[src/rtl/core/wzkd_pkg.sv]
// shared types and constants for the window z-score kill decider
// no dependencies; used by every module of the block by scoped names
`default_nettype none

package wzkd_pkg;

    // default window length in samples
    localparam int WINDOW_LEN_DEF = 30;

    // payload widths
    localparam int SAMPLE_W = 15;
    localparam int PID_W    = 22;

    // configuration port
    localparam int CFG_IDX_W  = 4;
    localparam int CFG_DATA_W = 15;

    localparam logic [CFG_IDX_W-1:0] REG_KILL_THRESHOLD = 4'd0;
    localparam logic [CFG_IDX_W-1:0] REG_KILL_ENABLE    = 4'd1;

    // 80.0 percent in Q7.8
    localparam logic [SAMPLE_W-1:0] KILL_THRESHOLD_RESET = 15'd20480;

    // sequencer states
    typedef enum logic [2:0] {
        ST_IDLE,
        ST_SUM,
        ST_PROD,
        ST_SQR,
        ST_TEST
    } state_t;

    // per-step strobes from the sequencer to the lanes
    typedef struct packed {
        logic accept;
        logic sum_en;
        logic prod_en;
        logic sqr_en;
        logic full;
    } lane_ctrl_t;

    // per-channel findings handed to the merge stage
    typedef struct packed {
        logic cpu;
        logic mem;
    } lane_flags_t;

endpackage

`default_nettype wire

[src/rtl/core/wzkd_merge.sv]
// merge stage: combines lane findings into the kill decision and holds the result
// depends on wzkd_pkg
`default_nettype none

module wzkd_merge (
    input  wire logic                          clk,
    input  wire logic                          rst_n,
    input  wire logic                          load,
    input  wire wzkd_pkg::lane_flags_t         flags,
    input  wire logic [wzkd_pkg::SAMPLE_W-1:0] mem_load,
    input  wire logic [wzkd_pkg::PID_W-1:0]    top_pid,
    input  wire logic                          pid_present,
    input  wire logic [wzkd_pkg::SAMPLE_W-1:0] kill_threshold,
    input  wire logic                          kill_enable,
    input  wire logic                          out_stall,
    output logic                               out_free,
    output logic                               out_valid,
    output logic                               cpu_anomaly,
    output logic                               mem_anomaly,
    output logic                               any_anomaly,
    output logic                               kill_valid,
    output logic [wzkd_pkg::PID_W-1:0]         kill_target,
    output logic                               kill_issue
);

    logic out_valid_reg;
    logic out_valid_next;
    logic any_c;
    logic kv_c;
    logic ki_c;

    // kill decision
    always_comb
    begin
        any_c = flags.cpu | flags.mem;
        kv_c  = any_c && (mem_load >= kill_threshold) && pid_present;
        ki_c  = kv_c && kill_enable && (top_pid > wzkd_pkg::PID_W'(1));
    end

    // output register is free when empty or being taken
    assign out_free = !out_valid_reg || !out_stall;

    always_comb
    begin
        out_valid_next = out_valid_reg;
        if (load)
            out_valid_next = 1'b1;
        else if (!out_stall)
            out_valid_next = 1'b0;
    end

    always_ff @(posedge clk or negedge rst_n)
    begin
        if (!rst_n)
            out_valid_reg <= 1'b0;
        else
            out_valid_reg <= out_valid_next;
    end

    // result payload
    always_ff @(posedge clk)
    begin
        if (load)
        begin
            cpu_anomaly <= flags.cpu;
            mem_anomaly <= flags.mem;
            any_anomaly <= any_c;
            kill_valid  <= kv_c;
            kill_target <= kv_c ? top_pid : '0;
            kill_issue  <= ki_c;
        end
    end

    assign out_valid = out_valid_reg;

endmodule

`default_nettype wire

[config.mk]
export PLATFORM = sky130hd
export DESIGN_NAME = wzkd_merge
export DESIGN_NICKNAME = d
export VERILOG_FILES = /design/src/rtl/core/wzkd_pkg.sv /design/src/rtl/core/wzkd_merge.sv
export SDC_FILE = /design/constraint.sdc
export NUM_CORES = 1
export LEC_CHECK = 0
export ABC_AREA = 0
export CORE_AREA = 4 4 57 59
export DETAILED_ROUTE_END_ITERATION = 10
export DIE_AREA = 0 0 61 63
export DONT_BUFFER_PORTS = 1
export MAX_ROUTING_LAYER = met4
export PLACE_DENSITY = 0.69
export SETUP_SLACK_MARGIN = 0.3
export SYNTH_ARGS = -nofsm -noshare
export SYNTH_HDL_FRONTEND = slang
export SYNTH_SLANG_ARGS = --single-unit
[constraint.sdc]
create_clock -name clk -period 0.9 [get_ports clk]
set_clock_uncertainty 0.2 [all_clocks]
set_input_delay 0.27 -clock clk [delete_from_list [all_inputs] [get_ports clk]]
set_output_delay 0.27 -clock clk [all_outputs]
set_load 0.005 [all_outputs]
* Word-level counts from Yosys, hierarchy flattened *
Index checks and enable logic that the tools add are counted.

operators by class
  bitwise operators = 1
  divide/modulo/power cells = 0
  reductions and logical operators = 7
  equal/unequal tests = 1
  $mul = 0
  add/sub/neg operators = 0
  multiplexer cells = 2
  order comparisons = 2
  shift operators = 0

operator list
  kind                                                            number
  greater-than comparator 22 x 1 -> 1 bit, second input constant  1
  greater-or-equal comparator 15 bit                              1
  logical AND 1 bit                                               4
  zero test 1 bit                                                 2
  2-to-1 mux 1 bit                                                2
  != test 2 bit, second input constant                            1
  logical OR 1 bit                                                1
  OR 1 bit                                                        1

word-level totals
  output and inout port bits = 29
  memories = 0
  bits in registers = 28
  word-level logic and storage cells = 20
  ROM bits = 0
  memory bits (writable) = 0
  bits in latches = 0

* Depth between registers and ports, before layout *
  word-level depth = 5
  depth in mapped cells = 8

* Worst setup path after synthesis *
No wires, ideal clock.

  path kind = in2reg
  from = input port kill_threshold[6] (netlist name)
  to = register kill_target[0] (netlist name), data pin
  path buffers = 1
  path slack = -1176 ps
  cell stages on the path = 7
  arrival = 1744 ps
  cell sequence = inv_1 > ha_1 > nand4_1 > o311a_1 > o41ai_4 > buf_6 > and3_1

between the ends
  longest elaborated chain between the ends = 3

RTL lines
  item                                line              RTL
  from (decl)                         wzkd_merge.sv:13  input wire logic [wzkd_pkg::SAMPLE_W-1:0] kill_threshold,
  greater-or-equal comparator 15 bit  wzkd_merge.sv:36  kv_c = any_c && (mem_load >= kill_threshold) && pid_present;
  logical AND 1 bit (2 in a row)      wzkd_merge.sv:36
  to (signal assigned)                wzkd_merge.sv:69  kill_target <= kv_c ? top_pid : '0;
  to (decl)                           wzkd_merge.sv:22  output logic [wzkd_pkg::PID_W-1:0] kill_target,

No other way between the ends.
A chain may end at the register's enable or synchronous reset.

* Worst setup path after layout *
  from = input port mem_load[0] (netlist name)
  to = register kill_issue, data pin

between the ends
  longest elaborated chain between the ends = 5

RTL lines
  item                                line              RTL
  from (decl)                         wzkd_merge.sv:10  input wire logic [wzkd_pkg::SAMPLE_W-1:0] mem_load,
  greater-or-equal comparator 15 bit  wzkd_merge.sv:36
  logical AND 1 bit (2 in a row)      wzkd_merge.sv:36
  logical AND 1 bit (2 in a row)      wzkd_merge.sv:37  ki_c = kv_c && kill_enable && (top_pid > wzkd_pkg::PID_W'(1));
  net ki_c                            wzkd_merge.sv:30  logic ki_c;
  to (signal assigned)                wzkd_merge.sv:70  kill_issue <= ki_c;
  to (decl)                           wzkd_merge.sv:23  output logic kill_issue

The timed path passes the listed nets, and every way through them passes these cells.

==> qor.yml <==
cts_setup_buffers: 0
cp_slowest_cell: "o311a_1"
largest_reg_flops: 22
hold_path_class: "in2reg"
track_usage_pct: 16.1
core_mm2: 0.00271
io_pins: 89
fillers: 231
drive_gt1_share_pct: 17.6
powerDensity_mw_per_mm2: 1670
use_met3_pct: 7.02
r2r_cells: 2
path_max_fanout: 11
post-dp-hpwl_um: 2430
r2r_slack_ns: 0.05
whs_ns: -0.164
worst_slew_pin_slew_ns: 0.345
final_hold_viol_count: 53
utilization_pct: 60.1
num-nets-final: 201
vias: 943
clkSinkCount: 28
antenna_cells: 0
dp_slack_ns: -1.13
cp.required_ns: 0.90
critPathLaunchType: "input pin"
drc: 0
antenna_found_initial: 0
use_met2_pct: 26.5
cts_buffers: 3
status: "complete, but fails checks"
arrival_ns: 1.67
clock.fmax_mhz: 597
worstSetupPathType: "in2reg"
cts_max_path_buffers: 2
rsz0062_at_grt: "yes"
initial_utilization_pct: 54.7
avgSynthCellArea_um2: 12.6
grt_pass1_wl_um: 4520
tns_ns: -26.97
fp.dieH_um: 63
final_cells: 156
synth_area_leader_cell: "edfxtp_1"
die-area_mm2: 0.00384
grt_pass1_vias: 952
cp_cell_sequence: "inv_8, ha_4, nand2b_4, a211oi_2, o311a_1, o41ai_4, buf_4, and4_1"
relSlewSlack_pct: 76.8
seq_area_frac_synth_pct: 56.4
place_inst: 151
synth_edf_count: 27
clock_latency_ns: 0.32
period_needed_ns: 1.67
endpoint: "kill_issue"
area.growth.synth_to_final_pct: 9.79
fin_area_mm2: 0.00163
viasPerCell: 6.04
setup_viol: 53
drv_cap: 0
grt_max_degree: 29
std_cell_rows: 19
synthTopCellsByArea: "edfxtp_1, ha_1, and3_1"
drt.antenna.violating_nets: 0
synth_cell_types: 26
firstDrtPassIters: 4
worst_setup_path_end_kind: "flip-flop"
total_power_mw: 2.72
yosys-top-cells-count: "edfxtp_1, and3_1, ha_1, inv_1, a21oi_1"
top_register: "kill_target"
drt_first_iter_violations: 31
htree_levels: 1
postCtsHoldBufs: 1
top_usage_layer: "met2"
async_flop_share_pct: 3.57
netlist.area_leader.share_pct: 54.7
syn_area_mm2: 0.00148
met1_usage_pct: 16.6
die_width_um: 61
setup_slack_ns: -0.774
io_buffers: 0
syn_nets: 193
cts-root-buf: "clkbuf_4"
grt_overflow: 0
violations: "hold timing, setup timing"
fin_crit_sh_pct: 186
placed_area_mm2: 0.00156
drt_wl_total_um: 2890
cts_tree: "yes"
peakVddDrop_mv: 1.10
ys.flop_type: "edfxtp_1"
max_stage_delay_ns: 0.38
yosysMostFrequentCell: "edfxtp_1"
worstReg2RegStart: "out_valid"
slew_violations: 0
wl_per_cell_um: 18.5
r2r_end: "out_valid"
p_leak_nw: 0.736
postSynthCellCount: 118
yosysWarnings: 0
place.gp.congestion: 0.725
cp-startpoint: "mem_load[0]"
clkTransAtPathRegs_ns: 0.14
ys_ff_latch: 28
-- cells by family (layout without fill, tap and decap cells) --
family | Yosys count | count (layout) | share of synthesized area [%]
buf+inv | 19 | 26 | 5.82
fa+ha+maj | 15 | 15 | 12.7
simple gates | 44 | 44 | 18.5
compound gates | 12 | 12 | 6.67
flops | 28 | 28 | 56.4
-- timing repair --
action / in CTS / in global routing
resized for setup: 2 / 0
hold endpoints to repair: 53 / 54
setup endpoints to repair: 55 / 54
-- metal layers --
| metal | vias to the layer above | wire (um) |
|---|---|---|
| met4 | 0 | 21 |
| met1 | 429 | 1040 |
| met2 | 60 | 1440 |
| met3 | 2 | 391 |
| li1 | 452 | - |
| met5 | - | 0 |
-- critical path, delay by kind of cell --
kind	cells	cell delay, ns
AO/OA/AOI/OAI	3	0.66
adder cells (fa/ha/maj)	1	0.24
buffers and inverters	2	0.21
AND/OR/NAND/NOR	2	0.28
-- cell usage in the layout (no fill, tap or decap), types with 2 or more instances in the layout --
cell	Yosys	routed
nand2_1	4	3
edfxtp_1	27	27
clkbuf_4	0	3
inv_1	15	14
ha_1	15	14
o21ai_0	2	2
and3_1	19	19
or4_1	2	2
and3_2	3	3
nor4_1	3	3
nor2_1	2	2
nand4_1	3	3
buf_4	0	6
a21oi_1	6	5
and2_1	2	2
-- power breakdown --
part	internal (mW)	total, mW	switching, mW
logic	0.162	0.317	0.155
clock network	0.450	0.809	0.359
registers	1.54	1.59	0.0530
total	2.15	2.72	0.567
-- worst min-delay path by stage --
stage / from / end / slack [ns] / cells after the start
after floorplan: rst_n / out_valid / -0.23 / 0
after global placement: rst_n / out_valid / -0.23 / 0
after detailed placement: rst_n / out_valid / -0.23 / 0
after CTS: flags[0] / mem_anomaly / -0.17 / 0
after global routing: load / kill_target[1] / -0.20 / 0
final: flags[0] / mem_anomaly / -0.16 / 0
-- final cells by class --
class | instances | area (um^2) | area share, %
flip-flops and latches | 28 | 836 | 51.3
multi-input cells | 71 | 582 | 35.7
inverters | 15 | 63.8 | 3.92
repair buffers | 7 | 55.1 | 3.38
well taps | 31 | 38.8 | 2.38
clock inverters | 1 | 30.0 | 1.84
clock buffers | 3 | 22.5 | 1.38
No activity file was read; power rests on OpenSTA's default activity.
