### src/rtl/core/wzkd_pkg.sv
// shared types and constants for the window z-score kill decider
// no dependencies; used by every module of the block by scoped names
`default_nettype none

package wzkd_pkg;

    // default window length in samples
    localparam int WINDOW_LEN_DEF = 30;

    // payload widths
    localparam int SAMPLE_W = 15;
    localparam int PID_W    = 22;

    // configuration port
    localparam int CFG_IDX_W  = 4;
    localparam int CFG_DATA_W = 15;

    localparam logic [CFG_IDX_W-1:0] REG_KILL_THRESHOLD = 4'd0;
    localparam logic [CFG_IDX_W-1:0] REG_KILL_ENABLE    = 4'd1;

    // 80.0 percent in Q7.8
    localparam logic [SAMPLE_W-1:0] KILL_THRESHOLD_RESET = 15'd20480;

    // sequencer states
    typedef enum logic [2:0] {
        ST_IDLE,
        ST_SUM,
        ST_PROD,
        ST_SQR,
        ST_TEST
    } state_t;

    // per-step strobes from the sequencer to the lanes
    typedef struct packed {
        logic accept;
        logic sum_en;
        logic prod_en;
        logic sqr_en;
        logic full;
    } lane_ctrl_t;

    // per-channel findings handed to the merge stage
    typedef struct packed {
        logic cpu;
        logic mem;
    } lane_flags_t;

endpackage

`default_nettype wire

### src/rtl/core/wzkd_lane.sv
// one channel lane: window memory, running sums and the exact z-score test
// depends on wzkd_pkg
`default_nettype none

module wzkd_lane #(
    parameter int WINDOW_LEN = wzkd_pkg::WINDOW_LEN_DEF
) (
    input  wire logic                              clk,
    input  wire logic                              rst_n,
    input  wire wzkd_pkg::lane_ctrl_t              ctrl,
    input  wire logic [wzkd_pkg::SAMPLE_W-1:0]     sample,
    input  wire logic [$clog2(WINDOW_LEN)-1:0]     slot,
    input  wire logic [$clog2(WINDOW_LEN+1)-1:0]   count,
    output logic                                   anomaly
);

    localparam int SLOT_W = $clog2(WINDOW_LEN);
    localparam int CNT_W  = $clog2(WINDOW_LEN+1);
    localparam int X_W    = wzkd_pkg::SAMPLE_W;
    localparam int XSQ_W  = 2 * X_W;
    localparam int SUM_W  = X_W + SLOT_W;
    localparam int SQ_W   = XSQ_W + SLOT_W;
    localparam int NX_W   = CNT_W + X_W;
    localparam int D_W    = NX_W + 1;
    localparam int DD_W   = 2 * NX_W;
    localparam int V_W    = CNT_W + SQ_W;
    localparam int CMP_W  = (DD_W > V_W + 2) ? DD_W : V_W + 2;

    logic [X_W-1:0]          win_mem [WINDOW_LEN];
    logic [X_W-1:0]          old_reg;
    logic [X_W-1:0]          x_reg;
    logic [XSQ_W-1:0]        xsq_reg;
    logic [SUM_W-1:0]        sum_reg;
    logic [SUM_W-1:0]        sum_next;
    logic [SQ_W-1:0]         sq_reg;
    logic [SQ_W-1:0]         sq_next;
    logic [NX_W-1:0]         nx_reg;
    logic signed [D_W-1:0]   d_reg;
    logic [V_W-1:0]          nq_reg;
    logic [2*SUM_W-1:0]      ss_reg;
    logic [V_W-1:0]          v_reg;
    logic [DD_W-1:0]         dd_reg;
    logic                    dpos_reg;
    logic [X_W-1:0]          old_term;
    logic [XSQ_W-1:0]        old_sq_term;

    // window memory: read the leaving sample and write the new one at one slot
    always_ff @(posedge clk)
    begin
        if (ctrl.accept)
        begin
            old_reg       <= win_mem[slot];
            win_mem[slot] <= sample;
        end
    end

    // latch the sample and its square
    always_ff @(posedge clk)
    begin
        if (ctrl.accept)
        begin
            x_reg   <= sample;
            xsq_reg <= XSQ_W'(sample) * XSQ_W'(sample);
        end
    end

    // running sums drop the leaving sample once the window is full
    always_comb
    begin
        old_term    = ctrl.full ? old_reg : '0;
        old_sq_term = XSQ_W'(old_term) * XSQ_W'(old_term);
        sum_next    = sum_reg - SUM_W'(old_term) + SUM_W'(x_reg);
        sq_next     = sq_reg - SQ_W'(old_sq_term) + SQ_W'(xsq_reg);
    end

    always_ff @(posedge clk or negedge rst_n)
    begin
        if (!rst_n)
        begin
            sum_reg <= '0;
            sq_reg  <= '0;
        end
        else if (ctrl.sum_en)
        begin
            sum_reg <= sum_next;
            sq_reg  <= sq_next;
        end
    end

    // n*x alongside the sum update
    always_ff @(posedge clk)
    begin
        if (ctrl.sum_en)
            nx_reg <= NX_W'(count) * NX_W'(x_reg);
    end

    // d = n*x - S, n*Q and S*S
    always_ff @(posedge clk)
    begin
        if (ctrl.prod_en)
        begin
            d_reg  <= signed'({1'b0, nx_reg}) - signed'(D_W'(sum_reg));
            nq_reg <= V_W'(count) * V_W'(sq_reg);
            ss_reg <= (2*SUM_W)'(sum_reg) * (2*SUM_W)'(sum_reg);
        end
    end

    // v = n*Q - S*S and d squared
    always_ff @(posedge clk)
    begin
        if (ctrl.sqr_en)
        begin
            v_reg    <= nq_reg - V_W'(ss_reg);
            dpos_reg <= (d_reg > 0);
            dd_reg   <= DD_W'(d_reg[D_W-2:0]) * DD_W'(d_reg[D_W-2:0]);
        end
    end

    // exact test d > 0, v > 0, d*d > 4v
    assign anomaly = dpos_reg && (v_reg != '0)
                     && (CMP_W'(dd_reg) > CMP_W'({v_reg, 2'b00}));

endmodule

`default_nettype wire

### config.mk
export PLATFORM = sky130hd
export DESIGN_NAME = wzkd_lane
export DESIGN_NICKNAME = d
export VERILOG_FILES = /design/src/rtl/core/wzkd_pkg.sv /design/src/rtl/core/wzkd_lane.sv
export SDC_FILE = /design/constraint.sdc
export NUM_CORES = 2
export LEC_CHECK = 0
export ABC_AREA = 1
export BUFFER_PORTS_ARGS = -buffer_cell sky130_fd_sc_hd__buf_2
export CORE_MARGIN = 4
export CORE_UTILIZATION = 30
export CTS_CLUSTER_DIAMETER = 60
export DETAILED_ROUTE_END_ITERATION = 16
export HOLD_SLACK_MARGIN = 0.05
export REMOVE_ABC_BUFFERS = 1
export SETUP_SLACK_MARGIN = 0.4
export SYNTH_ARGS = -nofsm -noshare
export SYNTH_HDL_FRONTEND = slang
export SYNTH_SLANG_ARGS = --single-unit
### constraint.sdc
create_clock -name clk -period 6.7 [get_ports clk]
set_clock_uncertainty 0.05 [all_clocks]
set_input_delay 1.675 -clock clk [delete_from_list [all_inputs] [get_ports clk]]
set_output_delay 1.675 -clock clk [all_outputs]
set_load 0.02 [all_outputs]
Word level (Yosys, flattened, before mapping)
Memory sizes are Yosys's and may differ from the RTL's. A register that Yosys moved wholly into a read port is not among the register bits.
Cells that the tools add are included.
- reduce and logical (&&, ||, !) cells: 3
- $lt $le $gt $ge: 2
- add/sub/neg operators: 6
- multiply operators: 6
- muxes and demuxes: 3
- operators by type and width (operator ; count):
    $mul 20x20->40 ; 2
    $mul 15x15->30 ; 2
    $gt 40x42->1 ; 1
    $mul 5x35->40 ; 1
    $reduce_bool 40->1 ; 1
    $sub 40x40->40 ; 1
    $add 35x30->35 ; 1
    $sub 35x30->35 ; 1
    $gt 21x1->1 const B ; 1
    $sub 20x20->21 ; 1
    $add 20x15->20 ; 1
    $mul 5x15->20 ; 1
    $sub 20x15->20 ; 1
    $mux 15 ; 1
    $logic_and 1x1->1 ; 2
    $mux 1 ; 2
- bits in registers: 302
- input bits: 32
- bits in writable memories: 450
- memories: 1
- memory list (memory ; depth ; bits a word ; read ports ; clocked after memory_dff ; write ports ; RTL line ; source):
    win_mem ; 30 ; 15 ; 1 ; 1 ; 1 ; wzkd_lane.sv:29 ; logic [X_W-1:0] win_mem [WINDOW_LEN];

Logic depth before layout (Yosys ltp)
- depth in word-level cells: 4
- depth in mapped cells: 28
- gate-level depth less buffers: 27

Least setup slack after synthesis
Ideal clock, no wire load.
- kind: input -> register
- start point: input port ctrl[0] in the netlist's numbering
- end point: register sq_reg[17]
- data arrival time: 6.866 ns
- path slack: -0.347 ns
- stages: 25
- buffers on the path: 3
- setup time: 0.131 ns
- required time: 6.519 ns
- path through: clkbuf_1 > buf_2 > nand2_1 > clkbuf_1 > nor2_1 > inv_1 > fa_1 > inv_1 > fa_1 > fa_1 > inv_1 > fa_1 > inv_1 > fa_1 > inv_1 > fa_1 > ha_1 > nand2_1 > nor2_1 > and2_1 > nand3_1 > nand3_1 > or2_2 > nand3_1 > o21ai_0
- longest elaborated chain between the ends: 4
- RTL lines (element ; RTL line ; source):
    from (decl) ; wzkd_lane.sv:10 ; input wire wzkd_pkg::lane_ctrl_t ctrl,
    $mux 15 ; wzkd_lane.sv:70 ; old_term = ctrl.full ? old_reg : '0;
    $mul 15x15->30 ; wzkd_lane.sv:71 ; old_sq_term = XSQ_W'(old_term) * XSQ_W'(old_term);
    $sub 35x30->35 ; wzkd_lane.sv:73 ; sq_next = sq_reg - SQ_W'(old_sq_term) + SQ_W'(xsq_reg);
    $add 35x30->35 ; wzkd_lane.sv:73 ;
    to (signal assigned) ; wzkd_lane.sv:86 ; sq_reg <= sq_next;
    to (decl) ; wzkd_lane.sv:35 ; logic [SQ_W-1:0] sq_reg;
Every way passes these cells.
A chain may end at the register's enable or synchronous reset.

Final worst setup path
- start point: input port ctrl[0] in the netlist's numbering
- end point: register sq_reg[32]
Same word-level chain as after synthesis.

==> summary.md <==
| Metric | Value |
|---|---|
| Routability congestion estimate | approximately 0.91 |
| Area growth syn-to-layout | 17.4% |
| Die footprint | between 200000 and 300000 um^2 |
| Sequential-to-total area share from yosys stat | between 20% and 30% |
| Hold crit path type | reg2reg |
| Post-synthesis cell count | about 9000 |
| Crit path DAT | about 6.7 ns |
| Vias in the first global route | about 62000 |
| Largest net degree at the start of global routing | 106 |
| Post-layout min period | around 6.2 ns |
| Grt met3 use | about 1.6% |
| Post-synth EDFFs | 708 |
| CTS root buffer | clkbuf_16 |
| Vias/cell | between 4 and 5 |
| Crit Path Class | in2reg |
| Drt pass-1 iters | 6 |
| GR met1 Demand/Resource | between 20% and 30% |
| Commonest non-fill, non-tap cells in the layout | inv_1 (2069), nand2_1 (1830), fa_1 (1011), edfxtp_1 (708), ha_1 (665) |
| Detailed placement HPWL | approximately 180000 um |
| Slew @ Worst Pin | between 0.9 and 1 ns |
| Gr busiest metal | met2 |
| Fmax | 161 MHz |
| CTS sink cnt | approximately 760 |
| Die W | ~530 um |
| Die Ht | roughly 530 um |
| Cell Area, Synth | 81000 um^2 |
| Max FFs per register | 450 |
| RSZ-0062 raised after global routing | yes |
| Status | completed |
| Core Area | 268000 um^2 |
| TritonCTS buffer count | 88 |
| Layout net count | 11300 |
| Most common cell after layout, fill and taps aside | inv_1 |
| Wire per inst | approximately 17 um |
| YS warnings | 0 |
| Ys flop type | edfxtp_1 |
| GRT Util Overall | roughly 16% |
| # setup viols final | 0 |
| Row count | 190 |
| Req. time, crit path | slightly above 7 ns |
| Synth top area cells | edfxtp_1 (26%), fa_1 (26%), ha_1 (11%) |
| Clock buffer depth | 3 |
| DRC violations left | 0 |
| Worst setup EP type | flip-flop |
| Worst hold slack | 0.605 ns |
| Syn Area/Cell | 9.00 um^2 |
| Antenna cell count | 0 |
| Global route overflow | 0 |
| First-pass GRT wire length | approximately 350000 um |
| Antenna violations before repair | 6 |
| CP startpoint kind | input pin |
| Fill cells | 27400 |
| # IOs | 33 |
| Worst-skew pair later-pin latency | 0.76 ns |
| Post-CTS Hold Fix Bufs | 0 |
| Reg2Reg Setup Slack | ~0.5 ns |
| Max Slew Vio Count | 0 |
| IO Port Bufs | 32 |
| CTS H-tree depth | 3 |
| Top cell type's share of synthesized area | 26.3% |
| Starting Density | between 30% and 40% |
| Total number of vias | 60400 |
| Max FO, Critical Path | 5 |
| Post-route ant nets | 0 |
| Slew margin rel. | approximately 34% |
| Hold violation count in the final report | 0 |
| Iteration-0 DRC Markers | approximately 3700 |
| Synth cell types | 50 |
| Register bit total from synthesis | 763 |
| Max-Cap Viols | 0 |
| Final Cycle Share | between 90 and 100% |
| TritonCTS clock tree | built |
| Grt met2 use | ~28% |
| Layout cells sized above 1 | between 10% and 20% |
| Synth async-reset ratio | 7.21% |
| Total wire length | 220000 um |
| Worst-path clk slew | ~0.060 ns |
| Post-synth top area cell | edfxtp_1 |
[worst max-delay path, cell delays in order]
cell	delay, ns
buf_16	0.13
buf_8	0.14
nand2_1	0.15
nor2_2	0.07
buf_4	0.16
fa_1	0.52
inv_1	0.05
fa_1	0.45
fa_1	0.51
fa_1	0.44
fa_1	0.50
inv_1	0.05
fa_1	0.47
inv_1	0.06
ha_4	0.28
nand2_1	0.09
buf_4	0.15
inv_1	0.08
nand2_2	0.08
nor2_1	0.11
nor2_1	0.06
o21ai_2	0.10
nand2_1	0.10
nand2_1	0.08
nand2_1	0.06
nand3_2	0.06
nand2_1	0.06
[area by class of cell]
| class | count | area, um^2 | share of cell area [%] |
|---|---|---|---|
| clock inverter | 64 | 866 | 0.911 |
| sequential | 763 | 22700 | 23.8 |
| multi-input combinational | 5905 | 51400 | 54.1 |
| timing repair buffer | 675 | 5520 | 5.80 |
| inverter | 2121 | 7970 | 8.38 |
| clock buffer | 94 | 2220 | 2.34 |
| tap | 3552 | 4440 | 4.67 |
[worst paths after layout]
check / endpoint / cells after the start / from
max in group asynchronous: sum_reg[4] / 2 / rst_n
min in group asynchronous: sq_reg[13] / 2 / rst_n
worst min register to register: sq_reg[11] / 2 / sq_reg[11]
worst max register to register: ss_reg[30] / 26 / sum_reg[4]
worst min-delay path: sq_reg[11] / 2 / sq_reg[11]
worst max-delay path: sq_reg[32] / 27 / ctrl[0]
[routing by layer]
layer  up-vias  wire (um)
li1      29200          -
met1     29700      97300
met2      1201     107000
met3       285       8240
met4         2       7370
met5         -         13
[cells in the mapped netlist (24+ instances only)]
cell type / number
nor3_1: 94
xor2_1: 152
nand2_1: 1928
fa_1: 1042
xnor2_1: 69
buf_1: 24
ha_1: 716
o21ai_0: 204
clkbuf_1: 133
nand3_1: 243
a21oi_1: 424
nand4_1: 56
a22oi_1: 207
nor2_1: 544
o21bai_1: 45
inv_1: 2107
edfxtp_1: 708
dfrtp_1: 55
buf_2: 28
[kinds of logic (layout without fill, tap and decap cells)]
kind of cell               after synthesis  after routing  share of synthesized area [%]
and+or+nand+nor                       2942           2942                           14.6
DFF                                    763            763                           28.0
AOI/OAI and AO/OA                      984            984                           7.18
xor gates and xnor gates               221            221                           2.39
adders and majority gates             1758           1758                           36.8
buffers and inverters                 2327           2954                           11.0
[metrics by stage]
stage | instances | TNS [ns] | setup WS (ns) | utilization [%] | cell area [um^2]
floorplan | 8789 | 0 | 0.0710 | - | 80000
global route | 13200 | 0 | 0.286 | 35.5 | 95100
finish | 13200 | 0 | 0.501 | 35.5 | 95100
CTS | 13100 | 0 | 0.386 | 34.6 | 92700
detailed placement | 12900 | -15.02 | -0.612 | 33.2 | 89100
global placement | 12900 | -13.54 | -0.528 | 33.2 | 89100
[timing repair]
item                       CTS  global route
resized for setup          108           521
setup buffers               13            56
gates cloned                 0             1
pin swaps                    9           172
setup endpoints to repair   69            86
Power is left out: the tool's default activity adds up to more than one toggle a clock period on the data nets, which glitch-free logic cannot reach.
